### src/mec_pkg.sv
// shared types, constants and helper functions of the escape-time colorizer
// no dependencies
package mec_pkg;

   localparam int unsigned CSR_INDEX_W = 3;
   localparam int unsigned CSR_DATA_W  = 32;

   localparam logic [CSR_INDEX_W-1:0] CSR_ORIGIN_REAL   = 3'd0;
   localparam logic [CSR_INDEX_W-1:0] CSR_ORIGIN_IMAG   = 3'd1;
   localparam logic [CSR_INDEX_W-1:0] CSR_STEP_REAL     = 3'd2;
   localparam logic [CSR_INDEX_W-1:0] CSR_STEP_IMAG     = 3'd3;
   localparam logic [CSR_INDEX_W-1:0] CSR_PALETTE_CYCLES = 3'd4;
   localparam logic [CSR_INDEX_W-1:0] CSR_GREY_MODE     = 3'd5;

   localparam logic signed [31:0] ORIGIN_RESET = -32'sd536870912;
   localparam logic [30:0]        STEP_RESET   = 31'd1048576;
   localparam logic [6:0]         CYCLES_RESET = 7'd1;

   localparam int unsigned HUE_PERIOD  = 1530;
   localparam int unsigned GREY_PERIOD = 510;
   localparam int unsigned PAL_ENTRIES = 128;
   localparam int unsigned PHASE_W     = 11;

   localparam logic [PHASE_W-1:0] SEG_1 = 11'd255;
   localparam logic [PHASE_W-1:0] SEG_2 = 11'd510;
   localparam logic [PHASE_W-1:0] SEG_3 = 11'd765;
   localparam logic [PHASE_W-1:0] SEG_4 = 11'd1020;
   localparam logic [PHASE_W-1:0] SEG_5 = 11'd1275;
   localparam logic [PHASE_W-1:0] SEG_6 = 11'd1530;

   localparam int unsigned FIFO_DEPTH = 2;
   localparam int unsigned FIFO_AW    = (FIFO_DEPTH > 1) ? $clog2(FIFO_DEPTH) : 1;

   localparam logic signed [63:0] S32_MAX = 64'sh0000_0000_7fff_ffff;
   localparam logic signed [63:0] S32_MIN = 64'shffff_ffff_8000_0000;

   typedef struct packed {
      logic [9:0] column;
      logic [9:0] row;
   } req_payload_type;

   typedef struct packed {
      logic [8:0] iterations;
      logic       inside_res;
      logic [7:0] red;
      logic [7:0] green;
      logic [7:0] blue;
   } rsp_payload_type;

   typedef struct packed {
      logic signed [31:0] origin_real;
      logic signed [31:0] origin_imag;
      logic [30:0]        step_real;
      logic [30:0]        step_imag;
      logic [6:0]         palette_cycles;
      logic               grey_mode;
   } cfg_type;

   typedef struct packed {
      logic signed [31:0] cr;
      logic signed [31:0] ci;
   } point_type;

   typedef enum logic [1:0] {
      ST_IDLE,
      ST_ITER,
      ST_FINISH
   } engine_state_type;

   function automatic logic signed [31:0] sat32(input logic signed [63:0] v);
      logic signed [31:0] r;
      if (v > S32_MAX) begin
         r = S32_MAX[31:0];
      end else if (v < S32_MIN) begin
         r = S32_MIN[31:0];
      end else begin
         r = v[31:0];
      end
      return r;
   endfunction

endpackage

### src/mec_front.sv
// front end: clamps the pixel indices and forms the point c = origin + index * step
// depends on mec_pkg
module mec_front #(
   parameter int unsigned COLUMNS = 1024,
   parameter int unsigned ROWS    = 1024
) (
   input  logic                     req_valid,
   output logic                     req_ready,
   input  mec_pkg::req_payload_type req_data,
   input  mec_pkg::cfg_type         cfg,
   output logic                     push_valid,
   input  logic                     push_ready,
   output mec_pkg::point_type       push_data
);

   localparam int unsigned COL_LAST = COLUMNS - 1;
   localparam int unsigned ROW_LAST = ROWS - 1;

   logic [9:0]         col_eff;
   logic [9:0]         row_eff;
   logic [40:0]        prod_re;
   logic [40:0]        prod_im;
   logic signed [63:0] wide_re;
   logic signed [63:0] wide_im;

   // clamp indices beyond the frame
   always_comb begin
      col_eff = (32'(req_data.column) >= 32'(COLUMNS)) ? COL_LAST[9:0] : req_data.column;
      row_eff = (32'(req_data.row) >= 32'(ROWS)) ? ROW_LAST[9:0] : req_data.row;
   end

   assign prod_re = 41'(col_eff) * 41'(cfg.step_real);
   assign prod_im = 41'(row_eff) * 41'(cfg.step_imag);

   assign wide_re = {{32{cfg.origin_real[31]}}, cfg.origin_real} + $signed({23'd0, prod_re});
   assign wide_im = {{32{cfg.origin_imag[31]}}, cfg.origin_imag} + $signed({23'd0, prod_im});

   assign push_valid   = req_valid;
   assign req_ready    = push_ready;
   assign push_data.cr = mec_pkg::sat32(wide_re);
   assign push_data.ci = mec_pkg::sat32(wide_im);

endmodule

### config.mk
export PLATFORM = sky130hd
export DESIGN_NAME = mec_front
export DESIGN_NICKNAME = d
export VERILOG_FILES = /design/src/mec_pkg.sv /design/src/mec_front.sv
export SDC_FILE = /design/constraint.sdc
export NUM_CORES = 2
export LEC_CHECK = 0
export BUFFER_PORTS_ARGS = -buffer_cell sky130_fd_sc_hd__buf_2
export CORE_ASPECT_RATIO = 0.8
export CORE_MARGIN = 2
export CORE_UTILIZATION = 55
export DETAILED_ROUTE_END_ITERATION = 8
export PLACE_DENSITY = 0.78
export SLEW_MARGIN = 15
export SYNTH_ARGS = -nofsm -noshare
export SYNTH_HDL_FRONTEND = slang
export SYNTH_SLANG_ARGS = --single-unit
### constraint.sdc
create_clock -name vclk -period 17.5
set_input_delay 0.875 -clock vclk [all_inputs]
set_output_delay 0.875 -clock vclk [all_outputs]
set_load 0.1 [all_outputs]
* Word level (Yosys, flattened, before mapping) *
Index checks and enable logic that the tools add are counted.
W data, S select, Z words.

storage, ports and cells
  register bits = 0
  latch bits = 0
  RAM bits = 0
  bits in read-only memories = 0
  input bits = 156
  word-level logic and storage cells = 12
  memories = 0

cells by class
  add/sub/neg operators = 2
  multiply operators = 2
  divide/modulo/power cells = 0
  order comparisons = 4
  equality and inequality tests = 0
  shift-type cells = 0
  multiplexer cells = 4
  bitwise gates (word level) = 0
  reduce and logical (&&, ||, !) cells = 0

operators by type and width
  kind                    count
  $mux W32                4
  $add A32 B42 Y43        2
  $gt A43 B32 Y1 const B  2
  $lt A43 B32 Y1 const B  2
  $mul A10 B31 Y41        2

* Logic depth before layout (Yosys ltp) *
  word-level depth = 5
  mapped depth = 36
  depth with buffers taken out = 33

* Worst setup path before layout *
Ideal clock, no wire load.

  path type = input-to-output
  from = in req_data[19] in the netlist's numbering
  to = out push_data[39] in the netlist's numbering
  arrival time = 11.102 ns
  data required time = 16.625 ns
  slack = 5.523 ns
  cell stages on the path = 31
  path buffers = 2
  path through = clkbuf_1 -> nand2_1 -> fa_1 -> fa_1 -> inv_1 -> fa_1 -> fa_1 -> inv_1 -> fa_1 -> inv_1 -> ha_1 -> and4_1 -> a221o_1 -> o21ai_0 -> o211ai_1 -> a21oi_1 -> o211ai_1 -> a21boi_0 -> o21bai_1 -> xor2_1 -> ha_1 -> a21o_1 -> a21o_1 -> a221o_1 -> or4_1 -> a31oi_2 -> o21bai_1 -> xnor2_2 -> a31oi_1 -> buf_4 -> a211oi_1

RTL lines
  item         RTL line         source
  from (decl)  mec_front.sv:9   input mec_pkg::req_payload_type req_data,
  to (decl)    mec_front.sv:13  output mec_pkg::point_type push_data

==> flow_metrics.env <==
export IMPL_outcome="finished, final reports clean"
export IMPL_nClkBuffers=0
export IMPL_synthTopCellsByCount="462 x fa_1, 440 x inv_1, 407 x nand2_1"
export IMPL_cts_hold_buf=0
export IMPL_place_congestion=0.950
export IMPL_post_cts_resized=0
export IMPL_finalInstanceArea_um2=26200
export IMPL_synth_area_per_cell_um2=8.12
export IMPL_die_h_um=195
export IMPL_max_slew_margin_pct=29.8
export IMPL_cp_endpoint="push_data[42]"
export IMPL_placement_io_buffers=210
export IMPL_hold_class="input pin to output port"
export IMPL_synth_cell_types=87
export IMPL_yosys_warnings=0
export IMPL_drc=0
export IMPL_path_class="input pin to output port"
export IMPL_grt_pass1_wl_um=110000
export IMPL_synth_area_um2=25000
export IMPL_crit_required_ns=16.62
export IMPL_worstMarginPinSlew_ns=1.05
export IMPL_dpl_hpwl_um=56200
export IMPL_drv_slew=0
export IMPL_hold_viol_final=0
export IMPL_crit_fanout=31
export IMPL_drv_cap=0
export IMPL_synth_area_leaders="fa_1 37%, ha_1 12%, and2_1 8.7%, inv_1 6.6%, nand2_1 6.1%"
export IMPL_yosysMostFrequentCell="fa_1"
export IMPL_tns_ns=0
export IMPL_fillers=4059
export IMPL_wire_per_inst_um=17.8
export IMPL_yosys_area_top_type="fa_1"
export IMPL_rows=69
export IMPL_end_kind="output port"
export IMPL_num_nets_final=3982
export IMPL_die_w_um=242
export IMPL_syn_inst=3073
export IMPL_min_period_ns=12.74
export IMPL_grtUsageTotal_pct=28.3
export IMPL_antenna_found_initial=8
export IMPL_ys_seq_area_share_pct=0
export IMPL_grt_pass1_vias=22000
export IMPL_firstDrtPassIters=5
export IMPL_synth_top_cell_area_share_pct=37.1
export IMPL_start_kind="input pin"
export IMPL_fin_util_pct=58.6
export IMPL_dieArea_um2=47100
export IMPL_via_count=21900
export IMPL_ios=222
export IMPL_viasPerCell=5.88
export IMPL_finalSetupViolations=0
export IMPL_routed_wl_um=66600
export IMPL_synthToLayoutAreaGrowth_pct=4.86
export IMPL_slowest_stage="xnor2_2"
export IMPL_cp_arrival_ns=11.86
export IMPL_syn_nets=3929
export IMPL_min_period_over_period_pct=72.8
export IMPL_cp_startpoint="req_data[13]"
export IMPL_placed_area_um2=26200
export IMPL_start_util_pct=55.9
export IMPL_timing_critical_path_mode_cell="fa_1"
export IMPL_grt_ovfl_total=0
export IMPL_crit_family="compound AO/OA/AOI/OAI gates"
export IMPL_seq_cells=0
export IMPL_hold_path_depth=0
export IMPL_hold_start="req_valid"
export IMPL_coreArea_um2=44600
export IMPL_seq_area_um2=0
export IMPL_drive_above_1_share_pct=8.64
export IMPL_fmax_mhz=78.5
export IMPL_drt_iter0_markers=1502
export IMPL_detail_route_antenna_nets=0
export IMPL_critPathBufInv=5
export IMPL_cp_num_cells=31
export IMPL_post_cts_buffers=0
export IMPL_finalHoldWorstSlack_ns=1.75
export IMPL_rsz0062_at_grt="no"
export IMPL_slowest_delay_ns=0.81
export IMPL_grt_max_degree=32
-- layer usage --
metal / wire [um] / vias up / global-route usage (%)
li1: - / 10000 / -
met3: 5150 / 122 / 3.19
met4: 1900 / 6 / 7.77
met2: 29300 / 885 / 42.7
met5: 42 / - / 0
met1: 30200 / 10900 / 42.9
-- how the worst min path moves through the flow --
stage | endpoint | slack, ns
finish | push_valid | 1.75
global route | push_valid | 1.75
CTS | push_valid | 1.75
detailed placement | push_valid | 1.75
global placement | push_valid | 1.75
floorplan | push_valid | 1.96
-- cells in the final DEF (no fill, tap or decap), drive strengths merged, types with 44 or more instances in the layout --
master | Yosys | routed
ha | 238 | 238
a21oi | 159 | 159
nor3 | 59 | 59
buf | 18 | 217
nand2 | 407 | 407
inv | 441 | 441
o21ai | 102 | 102
and2 | 346 | 346
xor2 | 44 | 44
fa | 462 | 462
xnor2 | 95 | 95
nor2 | 99 | 99
a21o | 79 | 79
-- kinds of logic after synthesis --
group	count (synthesis)	synth area share, %
AND/OR/NAND/NOR	1079	21.9
adder cells (fa/ha/maj)	700	49.0
buffers and inverters	607	9.31
AO/OA/AOI/OAI	545	14.8
XOR/XNOR	139	4.97
multiplexers	3	0.125
-- per-stage QoR --
step | instances | setup WS (ns)
2_1_floorplan | 3073 | 5.52
3_3_place_gp | 3727 | 5.18
3_5_place_dp | 3727 | 5.04
4_1_cts | 3727 | 4.97
5_1_grt | 3732 | 4.15
6_report | 3732 | 4.76
-- area by class of cell --
cell class | instances | area [um2] | share of cell area, %
diodes | 5 | 12.5 | 0.0478
multi-input cells | 2466 | 22600 | 86.5
repair buffers | 217 | 1100 | 4.22
inverters | 441 | 1660 | 6.32
well taps | 603 | 754 | 2.88
Power is left out: the tool's default activity adds up to more than one toggle a clock period on the data nets, which glitch-free logic cannot reach.
