### config.mk
export PLATFORM = sky130hd
export DESIGN_NAME = mec_fifo
export DESIGN_NICKNAME = d
export VERILOG_FILES = /design/src/mec_pkg.sv /design/src/mec_fifo.sv
export SDC_FILE = /design/constraint.sdc
export NUM_CORES = 1
export LEC_CHECK = 0
export BUFFER_PORTS_ARGS = -buffer_cell sky130_fd_sc_hd__buf_2
export CAP_MARGIN = 15
export CORE_ASPECT_RATIO = 0.5
export CORE_MARGIN = 4
export CORE_UTILIZATION = 50
export CTS_CLUSTER_DIAMETER = 50
export DETAILED_ROUTE_END_ITERATION = 10
export PLACE_DENSITY = 0.77
export SYNTH_ARGS = -nofsm -noshare
export SYNTH_HDL_FRONTEND = slang
export SYNTH_SLANG_ARGS = --single-unit
### constraint.sdc
create_clock -name clock -period 7.49 [get_ports clock]
set_input_delay 1.498 -clock clock [delete_from_list [all_inputs] [get_ports clock]]
set_output_delay 1.498 -clock clock [all_outputs]
set_load 0.05 [all_outputs]
### src/mec_pkg.sv
// shared types, constants and helper functions of the escape-time colorizer
// no dependencies
package mec_pkg;

   localparam int unsigned CSR_INDEX_W = 3;
   localparam int unsigned CSR_DATA_W  = 32;

   localparam logic [CSR_INDEX_W-1:0] CSR_ORIGIN_REAL   = 3'd0;
   localparam logic [CSR_INDEX_W-1:0] CSR_ORIGIN_IMAG   = 3'd1;
   localparam logic [CSR_INDEX_W-1:0] CSR_STEP_REAL     = 3'd2;
   localparam logic [CSR_INDEX_W-1:0] CSR_STEP_IMAG     = 3'd3;
   localparam logic [CSR_INDEX_W-1:0] CSR_PALETTE_CYCLES = 3'd4;
   localparam logic [CSR_INDEX_W-1:0] CSR_GREY_MODE     = 3'd5;

   localparam logic signed [31:0] ORIGIN_RESET = -32'sd536870912;
   localparam logic [30:0]        STEP_RESET   = 31'd1048576;
   localparam logic [6:0]         CYCLES_RESET = 7'd1;

   localparam int unsigned HUE_PERIOD  = 1530;
   localparam int unsigned GREY_PERIOD = 510;
   localparam int unsigned PAL_ENTRIES = 128;
   localparam int unsigned PHASE_W     = 11;

   localparam logic [PHASE_W-1:0] SEG_1 = 11'd255;
   localparam logic [PHASE_W-1:0] SEG_2 = 11'd510;
   localparam logic [PHASE_W-1:0] SEG_3 = 11'd765;
   localparam logic [PHASE_W-1:0] SEG_4 = 11'd1020;
   localparam logic [PHASE_W-1:0] SEG_5 = 11'd1275;
   localparam logic [PHASE_W-1:0] SEG_6 = 11'd1530;

   localparam int unsigned FIFO_DEPTH = 2;
   localparam int unsigned FIFO_AW    = (FIFO_DEPTH > 1) ? $clog2(FIFO_DEPTH) : 1;

   localparam logic signed [63:0] S32_MAX = 64'sh0000_0000_7fff_ffff;
   localparam logic signed [63:0] S32_MIN = 64'shffff_ffff_8000_0000;

   typedef struct packed {
      logic [9:0] column;
      logic [9:0] row;
   } req_payload_type;

   typedef struct packed {
      logic [8:0] iterations;
      logic       inside_res;
      logic [7:0] red;
      logic [7:0] green;
      logic [7:0] blue;
   } rsp_payload_type;

   typedef struct packed {
      logic signed [31:0] origin_real;
      logic signed [31:0] origin_imag;
      logic [30:0]        step_real;
      logic [30:0]        step_imag;
      logic [6:0]         palette_cycles;
      logic               grey_mode;
   } cfg_type;

   typedef struct packed {
      logic signed [31:0] cr;
      logic signed [31:0] ci;
   } point_type;

   typedef enum logic [1:0] {
      ST_IDLE,
      ST_ITER,
      ST_FINISH
   } engine_state_type;

   function automatic logic signed [31:0] sat32(input logic signed [63:0] v);
      logic signed [31:0] r;
      if (v > S32_MAX) begin
         r = S32_MAX[31:0];
      end else if (v < S32_MIN) begin
         r = S32_MIN[31:0];
      end else begin
         r = v[31:0];
      end
      return r;
   endfunction

endpackage

### src/mec_fifo.sv
// short queue of points between the front end and the iteration engine
// depends on mec_pkg
module mec_fifo (
   input  logic               clock,
   input  logic               reset,
   input  logic               push_valid,
   output logic               push_ready,
   input  mec_pkg::point_type push_data,
   output logic               pop_valid,
   input  logic               pop_ready,
   output mec_pkg::point_type pop_data
);

   localparam int unsigned AW = mec_pkg::FIFO_AW;
   localparam int unsigned DEPTH = mec_pkg::FIFO_DEPTH;

   mec_pkg::point_type entry_ff [DEPTH];
   logic [AW-1:0]      wr_ptr_ff;
   logic [AW-1:0]      wr_ptr_in;
   logic [AW-1:0]      rd_ptr_ff;
   logic [AW-1:0]      rd_ptr_in;
   logic [AW:0]        fill_ff;
   logic [AW:0]        fill_in;
   logic               do_push;
   logic               do_pop;

   assign push_ready = (fill_ff != (AW+1)'(DEPTH));
   assign pop_valid  = (fill_ff != '0);
   assign pop_data   = entry_ff[rd_ptr_ff];
   assign do_push    = push_valid && push_ready;
   assign do_pop     = pop_valid && pop_ready;

   always_comb begin
      wr_ptr_in = wr_ptr_ff;
      rd_ptr_in = rd_ptr_ff;
      fill_in   = fill_ff;
      if (do_push) begin
         wr_ptr_in = (wr_ptr_ff == AW'(DEPTH - 1)) ? '0 : wr_ptr_ff + 1'b1;
      end
      if (do_pop) begin
         rd_ptr_in = (rd_ptr_ff == AW'(DEPTH - 1)) ? '0 : rd_ptr_ff + 1'b1;
      end
      case ({do_push, do_pop})
         2'b10:   fill_in = fill_ff + 1'b1;
         2'b01:   fill_in = fill_ff - 1'b1;
         default: fill_in = fill_ff;
      endcase
   end

   always_ff @(posedge clock) begin
      if (reset) begin
         wr_ptr_ff <= '0;
         rd_ptr_ff <= '0;
         fill_ff   <= '0;
      end else begin
         wr_ptr_ff <= wr_ptr_in;
         rd_ptr_ff <= rd_ptr_in;
         fill_ff   <= fill_in;
      end
   end

   always_ff @(posedge clock) begin
      if (do_push) begin
         entry_ff[wr_ptr_ff] <= push_data;
      end
   end

endmodule

### After elaboration in Yosys (flattened, before gate mapping)

Memories as Yosys holds them, arrays and structs flattened. A register that Yosys moved wholly into a read port is not among the register bits.
Cells that the tools add are included.

| storage, ports and cells | value |
|---|---|
| output and inout bits | 66 |
| memories kept | 1 |
| bits in registers | 4 |
| word-level logic and storage cells | 22 |
| bits of input ports | 68 |
| RAM bits | 128 |

| cells by class | value |
|---|---|
| equality and inequality tests | 3 |
| reductions and logical operators | 4 |
| add/sub/neg operators | 4 |
| multiplexer cells | 7 |

Memories:

| memory | depth | width | read ports | clocked after Yosys merged registers in | write ports | RTL line | RTL |
|---|---|---|---|---|---|---|---|
| entry_ff | 2 | 64 | 1 | 1 | 1 | mec_fifo.sv:17 | `mec_pkg::point_type entry_ff [DEPTH];` |

Operator list:

| cell | number |
|---|---|
| 2-to-1 mux 1 bit | 6 |
| one-hot mux 2 bit (2 select lines) | 1 |
| nonzero test 2 bit | 2 |
| adder 1 bit, second input constant | 2 |
| adder 2 x 1 -> 2 bit, second input constant | 1 |
| == test 2 x 1 -> 1 bit, second input constant | 1 |
| == test 2 bit, second input constant | 1 |
| logical AND 1 bit | 2 |
| inequality test 2 bit, second input constant | 1 |
| subtractor 2 x 1 -> 2 bit, second input constant | 1 |

### Longest topological paths before layout

Gate-level depths: netlist (run 1).

| logic depth | value |
|---|---|
| depth in word-level cells | 4 |
| mapped depth | 6 |
| depth with buffers taken out | 6 |

### Worst setup path before layout (run 1)

No wires, ideal clock.

| timing path | value |
|---|---|
| path type | input -> register |
| start | input port push_valid |
| end | memory entry_ff[1][0] (netlist name) (enable) |
| library setup time | 429 ps |
| arrival time | 3053 ps |
| setup slack | 4008 ps |
| stages on the path | 1 |
| buffers on the path | 0 |
| required time | 7061 ps |
| cells stage by stage | and3_1 |

| on the way | value |
|---|---|
| word-level cells in the longest chain between the ends | 3 |

Ends and longest elaborated chain:

| element | RTL line | RTL |
|---|---|---|
| start: declaration | mec_fifo.sv:6 | `input logic push_valid,` |
| logical AND 1 bit | mec_fifo.sv:30 | `assign do_push = push_valid && push_ready;` |
| 2-to-1 mux 1 bit | mec_fifo.sv:63 | `if (do_push) begin` |
| 2-to-1 mux 1 bit (implied by the code) | mec_fifo.sv:64 | `entry_ff[wr_ptr_ff] <= push_data;` |
| end: declaration | mec_fifo.sv:17 |  |

No other way between the ends.

==> flow_metrics.env, run 1 <==
export IMPL_run_status="finished clean"
export IMPL_worstSetupStartpointType="register"
export IMPL_detailroute_via_count=2516
export IMPL_netlist_area_mm2=0.004822
export IMPL_worstMarginPinSlew_ns=0.7004
export IMPL_final_layout_size_suffix_gt1_share_pct=61.46
export IMPL_post_synth_top_area_cell="edfxtp_1"
export IMPL_detailedPlace_worstSlack_ns=4.059
export IMPL_worstSetupPathType="reg2out"
export IMPL_dominant_combinational_cell_family_by_area_after_synthesis="multiplexers"
export IMPL_hold_viol=0
export IMPL_most_common_cell_in_the_synthesized_netlist="edfxtp_1"
export IMPL_grt_pass1_vias=2800
export IMPL_ctsHoldBuffers=0
export IMPL_floorplan_initialDensity_pct=51.22
export IMPL_synth_xor_area_share_pct=0.5449
export IMPL_finalWorstSetupSlack_ns=3.671
export IMPL_rsz0062_at_grt="no"
export IMPL_detail_route_antenna_nets=0
export IMPL_yosys_area_top_type_share_pct=79.71
export IMPL_fin_crit_sh_pct=50.98
export IMPL_cp_data_required_time_ns=5.99
export IMPL_pwr_density_cell_mw_per_mm2=434.5
export IMPL_place_hpwl_um=6045
export IMPL_postSynthCellCount=223
export IMPL_route_top_layer_used="met4"
export IMPL_sequential_fraction_of_the_synthesis_area_pct=81.79
export IMPL_synth_simple_area_share_pct=0.9860
export IMPL_netlist_cell_type_count=19
export IMPL_post_synth_cell_area_avg_um2=21.62
export IMPL_post_cts_resize_count=0
export IMPL_max_slew_margin_pct=53.31
export IMPL_synth_edf_count=128
export IMPL_timing_max_cap_violations=0
export IMPL_antenna_diode_count=0
export IMPL_post_cts_repair_setup_buffers=0
export IMPL_final_net_count=440
export IMPL_std_cell_rows=25
export IMPL_vias_per_cell=4.848
export IMPL_synth_warnings=0
export IMPL_numPlacedInstances=487
export IMPL_worst_min_delay_path_category="reg2reg"
export IMPL_ys_dominant_reg_cell="edfxtp_1"
export IMPL_synth_common_cells="128 x edfxtp_1, 64 x mux2_2, 7 x buf_2, 5 x dfxtp_1, 3 x nor2_1"
export IMPL_layoutNonFillerInstCount=519
export IMPL_final_fill_count=656
export IMPL_gpl_final_weighted_congestion=0.6875
export IMPL_route_met2_wl_um=5000
export IMPL_setup_violations=0
export IMPL_floorplan_die_height_um=77.44
export IMPL_cts_inserted_buffers=17
export IMPL_post_synth_main_area_contributors="edfxtp_1 80%, mux2_2 15%, dfxtp_1 2.1%"
export IMPL_finalWirelength_um=8809
export IMPL_avgRoutedWirePerCell_um=16.97
export IMPL_cts_sinks=133
export IMPL_drt_iter0_markers=132
export IMPL_synth_compound_area_share_pct=0.6746
export IMPL_core_mm2=0.009415
export IMPL_worstSetupEndpointType="output pin"
export IMPL_dieWidth_um=146.9
export IMPL_cts_root_buf="clkbuf_16"
export IMPL_globalRouteTotalUtil_pct=16.20
export IMPL_cp_arrival_ns=2.32
export IMPL_first_pass_grt_wire_length_um=13930
export IMPL_tns_ns=0
export IMPL_post_synth_fa_ha_maj_area_fraction_pct=0.2595
export IMPL_grt_antenna_before_repair=0
export IMPL_gr_overflow_total=0
export IMPL_area_growth_pct=29.81
export IMPL_register_bit_total_from_synthesis=133
export IMPL_pin_count_of_the_biggest_net_entering_global_routing=38
export IMPL_timing_final_max_slew_violations=0
export IMPL_cts_root_to_sink_buffers=2
export IMPL_fmaxAchievable_mhz=261.9
export IMPL_dr_pass1_iters=4
export IMPL_drc=0
export IMPL_power_leakage_uw=0.002356
export IMPL_final_setup_skew_ns=0.006709
export IMPL_clk_insertion_delay_late_ns=0.40
export IMPL_period_needed_ns=3.819
export IMPL_placement_io_buffers=133
export IMPL_cts_reportedPaths_clkPinSlew_ns=0.06
export IMPL_htree_num_levels=4
export IMPL_postSynthNetCount=292
export IMPL_synthArstFlopShare_pct=0
export IMPL_num_io_pins=134
export IMPL_drt_met1_wl_um=3272
export IMPL_worst_hold_slack_ns=0.5261
export IMPL_vdd_drop_max_mv=0.2790
export IMPL_route_met3_wl_um=447
export IMPL_cts_tree="done"
export IMPL_die_area_mm2=0.01137
export IMPL_critical_path_peak_fanout=37
export IMPL_portion_of_netlist_area_occupied_by_mux_cells_pct=14.95
[per-stage QoR]
stage	cell area (um2)	util (%)	total power [uW]
2_1_floorplan	4822	-	1709
3_3_place_gp	5647	59.97	1878
3_5_place_dp	5647	59.97	1901
4_1_cts	6260	66.49	2752
5_1_grt	6260	66.49	2830
6_report	6260	66.49	2720
[cell type report]
| cell class | instances | area (um2) | area share, % |
|---|---|---|---|
| multi-input cells | 82 | 840.8 | 13.43 |
| inverters | 1 | 3.754 | 0.05996 |
| clock buffers | 18 | 429.2 | 6.856 |
| clock inverters | 14 | 183.9 | 2.938 |
| repair buffers | 136 | 688.2 | 10.99 |
| flip-flops and latches | 133 | 3945 | 63.02 |
| well taps | 135 | 168.9 | 2.698 |
[cell families (layout without fill, tap and decap cells)]
logic type | after synthesis | in the layout
flops | 133 | 133
mux | 64 | 64
simple gates | 9 | 9
buf+inv | 8 | 169
compound gates | 5 | 5
xor+xnor | 3 | 3
fa+ha+maj | 1 | 1
[path summary, 6_finish.rpt]
check	from	to	slack (ns)	cells after the start
hold / removal	fill_ff[1]$_SDFFE_PP0P_	fill_ff[1]$_SDFFE_PP0P_	0.53	2
setup / recovery	register	pop_data[36]	3.67	3
setup reg to reg	fill_ff[0]$_SDFFE_PP0P_	entry_ff[1][50]$_DFFE_PP_	5.23	3
hold reg to reg	fill_ff[1]$_SDFFE_PP0P_	fill_ff[1]$_SDFFE_PP0P_	0.53	2
[where the power goes]
part           switching, uW  total, uW  internal (uW)  leakage, uW
combinational            639        884            245     0.000825
clock                    292        846            554     0.000292
sequential              48.4        989            941      0.00124
total                    979       2720           1740      0.00236
[cells in the final DEF, fill, tap and decap left out, drive strengths merged]
| cell | count |
|---|---|
| or3 | 1 |
| nand2 | 1 |
| bufinv | 4 |
| a21oi | 2 |
| dfxtp | 5 |
| and3 | 1 |
| clkbuf | 18 |
| xnor2 | 2 |
| a21bo | 1 |
| xor2 | 1 |
| clkinvlp | 4 |
| nand3b | 1 |
| nand2b | 1 |
| or2 | 1 |
| mux2 | 64 |
| edfxtp | 128 |
| o21ai | 1 |
| inv | 2 |
| ha | 1 |
| o21a | 1 |
| clkinv | 5 |
| nor2 | 3 |
| buf | 136 |
[flip-flops by register name, summed over array words and instances (netlist names), named ones only]
name	cells
wr_ptr_ff	1
rd_ptr_ff	1
entry_ff	128
fill_ff	2
[worst max-delay path, cell delays in order (launching register included)]
cell	delay [ns]
dfxtp_2	0.74
buf_4	0.54
mux2_2	0.40
buf_2	0.21
[metal layers]
layer	up-vias	track usage, %
met2	70	29.92
met3	8	4.726
met1	1253	17.18
li1	1185	-
met5	-	0
met4	0	7.598
(Power assumes the default switching activity.)
==> run 2, diff against run 1 <==
--- a/config.mk
+++ b/config.mk
@@ -9,10 +9,10 @@
 export CAP_MARGIN = 15
 export CORE_ASPECT_RATIO = 0.5
 export CORE_MARGIN = 4
-export CORE_UTILIZATION = 50
+export CORE_UTILIZATION = 46
 export CTS_CLUSTER_DIAMETER = 50
 export DETAILED_ROUTE_END_ITERATION = 10
-export PLACE_DENSITY = 0.77
+export PLACE_DENSITY = 0.74
 export SYNTH_ARGS = -nofsm -noshare
 export SYNTH_HDL_FRONTEND = slang
 export SYNTH_SLANG_ARGS = --single-unit
==> constraint.sdc (replaced) <==
create_clock -name clock -period 3.15 [get_ports clock]
set_input_delay 0.63 -clock clock [delete_from_list [all_inputs] [get_ports clock]]
set_output_delay 0.63 -clock clock [all_outputs]
set_load 0.05 [all_outputs]
==> run 2 against run 1 <==
  * Count of clock-buffer cells in the layout rose by 3
  * Combinational power rose by 150%
  * Sequential power rose by 130%
==> flow_metrics.env, run 2 (same netlist as run 1, synthesis figures left out) <==
export IMPL_fin_crit_sh_pct=75.77
export IMPL_globalRouteTotalUtil_pct=15.02
export IMPL_avgRoutedWirePerCell_um=16.97
export IMPL_mostFrequentLayoutCells="133 x buf_2, 128 x edfxtp_1, 64 x mux2_2"
export IMPL_layout_cells_most_common="buf_2"
export IMPL_worst_min_delay_path_category="in2reg"
export IMPL_gpl_final_weighted_congestion=0.7407
export IMPL_fmaxAchievable_mhz=419.0
export IMPL_cts_tree="done"
export IMPL_tns_ns=0
export IMPL_worstMarginPinSlew_ns=0.7453
export IMPL_period_needed_ns=2.387
export IMPL_regArea_mm2=0.003945
export IMPL_setup_violations=0
export IMPL_std_cell_rows=26
export IMPL_vias_per_cell=4.850
export IMPL_post_cts_resize_count=0
export IMPL_clk_insertion_delay_late_ns=0.41
export IMPL_largestRegisters="entry_ff x128, fill_ff x2"
export IMPL_timing_max_cap_violations=0
export IMPL_vdd_drop_max_mv=0.5718
export IMPL_num_io_pins=134
export IMPL_cts_reportedPaths_clkPinSlew_ns=0.05
export IMPL_detailroute_via_count=2546
export IMPL_cp_arrival_ns=1.76
export IMPL_detailedPlace_worstSlack_ns=1.047
export IMPL_worstSetupPathType="reg2out"
export IMPL_die_area_mm2=0.01228
export IMPL_run_status="finished clean"
export IMPL_critical_path_peak_fanout=35
export IMPL_cts_root_to_sink_buffers=2
export IMPL_cts_inserted_buffers=17
export IMPL_place_hpwl_um=6057
export IMPL_largest_register="entry_ff"
export IMPL_largest_register_ffs=128
export IMPL_numPlacedInstances=493
export IMPL_worstSetupEndpointType="output pin"
export IMPL_floorplan_initialDensity_pct=47.21
export IMPL_final_layout_size_suffix_gt1_share_pct=60.26
export IMPL_gr_overflow_total=0
export IMPL_htree_num_levels=4
export IMPL_drc=0
export IMPL_final_fill_count=733
export IMPL_multiInputGateArea_um2=840.8
export IMPL_core_mm2=0.01021
export IMPL_hold_viol=0
export IMPL_drt_iter0_markers=91
export IMPL_layoutNonFillerInstCount=525
export IMPL_power_leakage_uw=0.002387
export IMPL_worst_hold_slack_ns=0.4090
export IMPL_cts_root_buf="clkbuf_16"
export IMPL_grt_antenna_before_repair=1
export IMPL_dieWidth_um=152.8
export IMPL_rsz0062_at_grt="no"
export IMPL_antenna_diode_count=0
export IMPL_post_cts_repair_setup_buffers=0
export IMPL_pwr_density_cell_mw_per_mm2=1045
export IMPL_first_pass_grt_wire_length_um=13620
export IMPL_worstSetupStartpointType="register"
export IMPL_finalWirelength_um=8910
export IMPL_grt_pass1_vias=2763
export IMPL_area_growth_pct=31.29
export IMPL_floorplan_die_height_um=80.40
export IMPL_cts_sinks=133
export IMPL_detail_route_antenna_nets=0
export IMPL_final_net_count=441
export IMPL_timing_final_max_slew_violations=0
export IMPL_final_setup_skew_ns=0.007608
export IMPL_pin_count_of_the_biggest_net_entering_global_routing=36
export IMPL_cp_data_required_time_ns=2.52
export IMPL_dr_pass1_iters=4
export IMPL_ctsHoldBuffers=0
export IMPL_finalWorstSetupSlack_ns=0.7634
export IMPL_max_slew_margin_pct=50.31
export IMPL_placement_io_buffers=133
-- run 2: changes by cell type in the layout (fill, tap and decap cells not counted), sizes merged --
| cell | delta |
|---|---|
| bufinv | +2 |
| clkinvlp | -3 |
| buf | +1 |
| clkbuf | +3 |
| clkinv | -1 |
| inv | -1 |
-- run 2: layout make-up --
| cell class | count | area share [%] |
|---|---|---|
| Clock buffer | 21 | 6.957 |
| Clock inverter | 11 | 3.241 |
| Inverter | 1 | 0.05929 |
| Multi-Input combinational cell | 82 | 13.28 |
| Sequential cell | 133 | 62.31 |
| Tap cell | 140 | 2.767 |
| Timing Repair Buffer | 137 | 11.38 |
-- run 2: power by group --
| group | total (uW) | switching [uW] | internal (uW) |
|---|---|---|---|
| clock | 2130 | 660 | 1470 |
| combinational | 2180 | 1580 | 603 |
| sequential | 2310 | 68.4 | 2240 |
-- run 2: layer usage --
layer | vias up | routed length (um) | global-route usage, %
li1 | 1192 | - | -
met1 | 1261 | 3119 | 14.19
met2 | 70 | 5134 | 28.94
met3 | 21 | 434 | 5.651
met4 | 2 | 209 | 7.556
met5 | - | 12 | 0
-- run 2: worst paths after layout --
| path | end | slack, ns | cells past startpoint | from |
|---|---|---|---|---|
| worst min-delay path | entry_ff[0][58]$_DFFE_PP_ | 0.41 | 1 | push_data[58] |
| worst min register to register | register | 0.53 | 2 | rd_ptr_ff$_SDFFE_PP0P_ |
| worst max register to register | entry_ff[1][16]$_DFFE_PP_ | 1.16 | 3 | fill_ff[0]$_SDFFE_PP0P_ |
| worst max-delay path | pop_data[34] | 0.76 | 3 | register |
-- run 2: worst max-delay path: stages, from the launching register on --
cell     delay (ns)
dfxtp_2        0.32
buf_4          0.39
mux2_2         0.40
buf_2          0.21
-- run 2: metrics by stage --
step	area [um2]	utilization (%)	power, uW
4_1_cts	6331	61.98	6687
2_1_floorplan	4822	-	4063
3_3_place_gp	5685	55.66	4491
6_report	6331	61.98	6619
3_5_place_dp	5685	55.66	4541
5_1_grt	6331	61.98	6869
==> run 3, diff against run 2 <==
==> constraint.sdc (replaced) <==
create_clock -name clock -period 2.1 [get_ports clock]
set_input_delay 0.42 -clock clock [delete_from_list [all_inputs] [get_ports clock]]
set_output_delay 0.42 -clock clock [all_outputs]
set_load 0.05 [all_outputs]
==> run 3 against run 2 <==
  * Sequential cell count stayed put
  * Sequential share of layout area down 0.32 points
  * Cell area is 0.57% higher
  * First-iteration DRC count rose by 59%
  * Critical path depth is the same
==> flow_metrics.env, run 3 (same netlist as run 1, synthesis figures left out) <==
export IMPL_period_needed_ns=2.031
export IMPL_dieWidth_um=152.8
export IMPL_grt_pass1_vias=2804
export IMPL_area_growth_pct=32.04
export IMPL_timing_max_cap_violations=0
export IMPL_antenna_diode_count=0
export IMPL_dr_pass1_iters=5
export IMPL_cts_root_buf="clkbuf_16"
export IMPL_cts_root_to_sink_buffers=2
export IMPL_num_io_pins=134
export IMPL_largest_register_ffs=128
export IMPL_fin_crit_sh_pct=96.72
export IMPL_core_mm2=0.01021
export IMPL_final_layout_size_suffix_gt1_share_pct=61.60
export IMPL_cts_inserted_buffers=17
export IMPL_floorplan_die_height_um=80.40
export IMPL_final_fill_count=752
export IMPL_pin_count_of_the_biggest_net_entering_global_routing=65
export IMPL_vias_per_cell=4.852
export IMPL_critical_path_peak_fanout=26
export IMPL_htree_num_levels=4
export IMPL_pwr_density_cell_mw_per_mm2=1535
export IMPL_fmaxAchievable_mhz=492.3
export IMPL_avgRoutedWirePerCell_um=17.00
export IMPL_cts_reportedPaths_clkPinSlew_ns=0.06
export IMPL_vdd_drop_max_mv=1.165
export IMPL_cp_data_required_time_ns=1.68
export IMPL_multiInputGateArea_um2=848.3
export IMPL_run_status="finished clean"
export IMPL_layout_cells_most_common="buf_2"
export IMPL_worstMarginPinSlew_ns=0.3693
export IMPL_finalWirelength_um=8974
export IMPL_cp_arrival_ns=1.61
export IMPL_floorplan_initialDensity_pct=47.21
export IMPL_std_cell_rows=26
export IMPL_worstSetupEndpointType="output pin"
export IMPL_clk_insertion_delay_late_ns=0.40
export IMPL_drc=0
export IMPL_power_leakage_uw=0.002388
export IMPL_layoutNonFillerInstCount=528
export IMPL_worstSetupStartpointType="register"
export IMPL_detailroute_via_count=2562
export IMPL_numPlacedInstances=493
export IMPL_largestRegisters="entry_ff x128, fill_ff x2"
export IMPL_cts_tree="done"
export IMPL_worst_min_delay_path_category="in2reg"
export IMPL_timing_final_max_slew_violations=0
export IMPL_regArea_mm2=0.003948
export IMPL_mostFrequentLayoutCells="129 x buf_2, 128 x edfxtp_1, 64 x mux2_2"
export IMPL_critical_path_cell_chain="buf_12 > mux2_2 > buf_2"
export IMPL_drt_iter0_markers=145
export IMPL_place_hpwl_um=5894
export IMPL_setup_violations=0
export IMPL_worst_r2r_setup_slack_ns=0.52
export IMPL_gpl_final_weighted_congestion=0.6640
export IMPL_cpPeakStageDelay_ns=0.43
export IMPL_cts_sinks=133
export IMPL_detail_route_antenna_nets=0
export IMPL_final_setup_skew_ns=0.006920
export IMPL_largest_register="entry_ff"
export IMPL_hold_viol=0
export IMPL_gr_overflow_total=0
export IMPL_grt_antenna_before_repair=0
export IMPL_worstSetupPathType="reg2out"
export IMPL_globalRouteTotalUtil_pct=14.80
export IMPL_final_net_count=444
export IMPL_placement_io_buffers=133
export IMPL_tns_ns=0
export IMPL_first_pass_grt_wire_length_um=13780
export IMPL_cell_with_the_largest_stage_delay_on_the_worst_path="dfxtp_4"
export IMPL_rsz0062_at_grt="yes"
export IMPL_die_area_mm2=0.01228
export IMPL_max_slew_margin_pct=75.38
==> run 3: worst paths after layout <==
path                      startpoint                   endpoint  cells after the start
max reg2reg  fill_ff[0]$_SDFFE_PP0P_  entry_ff[0][22]$_DFFE_PP_                      4
min                     push_data[0]   entry_ff[0][0]$_DFFE_PP_                      1
min reg2reg   rd_ptr_ff$_SDFFE_PP0P_     rd_ptr_ff$_SDFFE_PP0P_                      2
max                         register               pop_data[43]                      3
==> run 3: layout make-up <==
| type | count | share of cell area [%] |
|---|---|---|
| Clock inverter | 14 | 2.535 |
| Inverter | 1 | 0.1179 |
| Clock buffer | 18 | 6.740 |
| Multi-Input combinational cell | 82 | 13.32 |
| Tap cell | 140 | 2.751 |
| Timing Repair Buffer | 140 | 12.54 |
| Sequential cell | 133 | 62.00 |
==> run 3: critical path: cells and delay by family (launching register included) <==
| family | cells | cell delay [ns] |
|---|---|---|
| multiplexers | 1 | 0.35 |
| flip-flops | 1 | 0.43 |
| buffers and inverters | 2 | 0.41 |
==> run 3: metrics by stage <==
step	setup WS, ns	util, %	hold WS [ns]	power (uW)	area [um2]
2_1_floorplan	0.02321	-	0.4809	6104	4835
3_3_place_gp	0.4399	56.01	0.5023	6791	5722
3_5_place_dp	0.4071	56.01	0.5126	6878	5722
4_1_cts	0.03601	62.29	0.1845	9884	6362
5_1_grt	-0.002697	62.33	0.1781	10160	6367
6_report	0.06886	62.33	0.2043	9775	6367
==> run 3: per-layer routing <==
layer | global-route usage, % | share of wire (%) | vias to the layer above
li1 | - | - | 1189
met1 | 14.80 | 36 | 1301
met2 | 28.94 | 59 | 57
met3 | 4.736 | 3.8 | 15
met4 | 5.956 | 1.2 | 0
met5 | 0 | 0 | -
==> run 3: report_power, final <==
part | internal [uW] | switching [uW] | total, uW
sequential | 3360 | 133 | 3490
clock | 1850 | 1030 | 2890
combinational | 1030 | 2370 | 3400
==> run 3: what timing repair did <==
action,in CTS,in global routing
cloned,1,0
hold buffers,0,0
buffers inserted,2,0
resized for setup,4,3
hold endpoints to repair,0,0
setup endpoints to repair,23,11
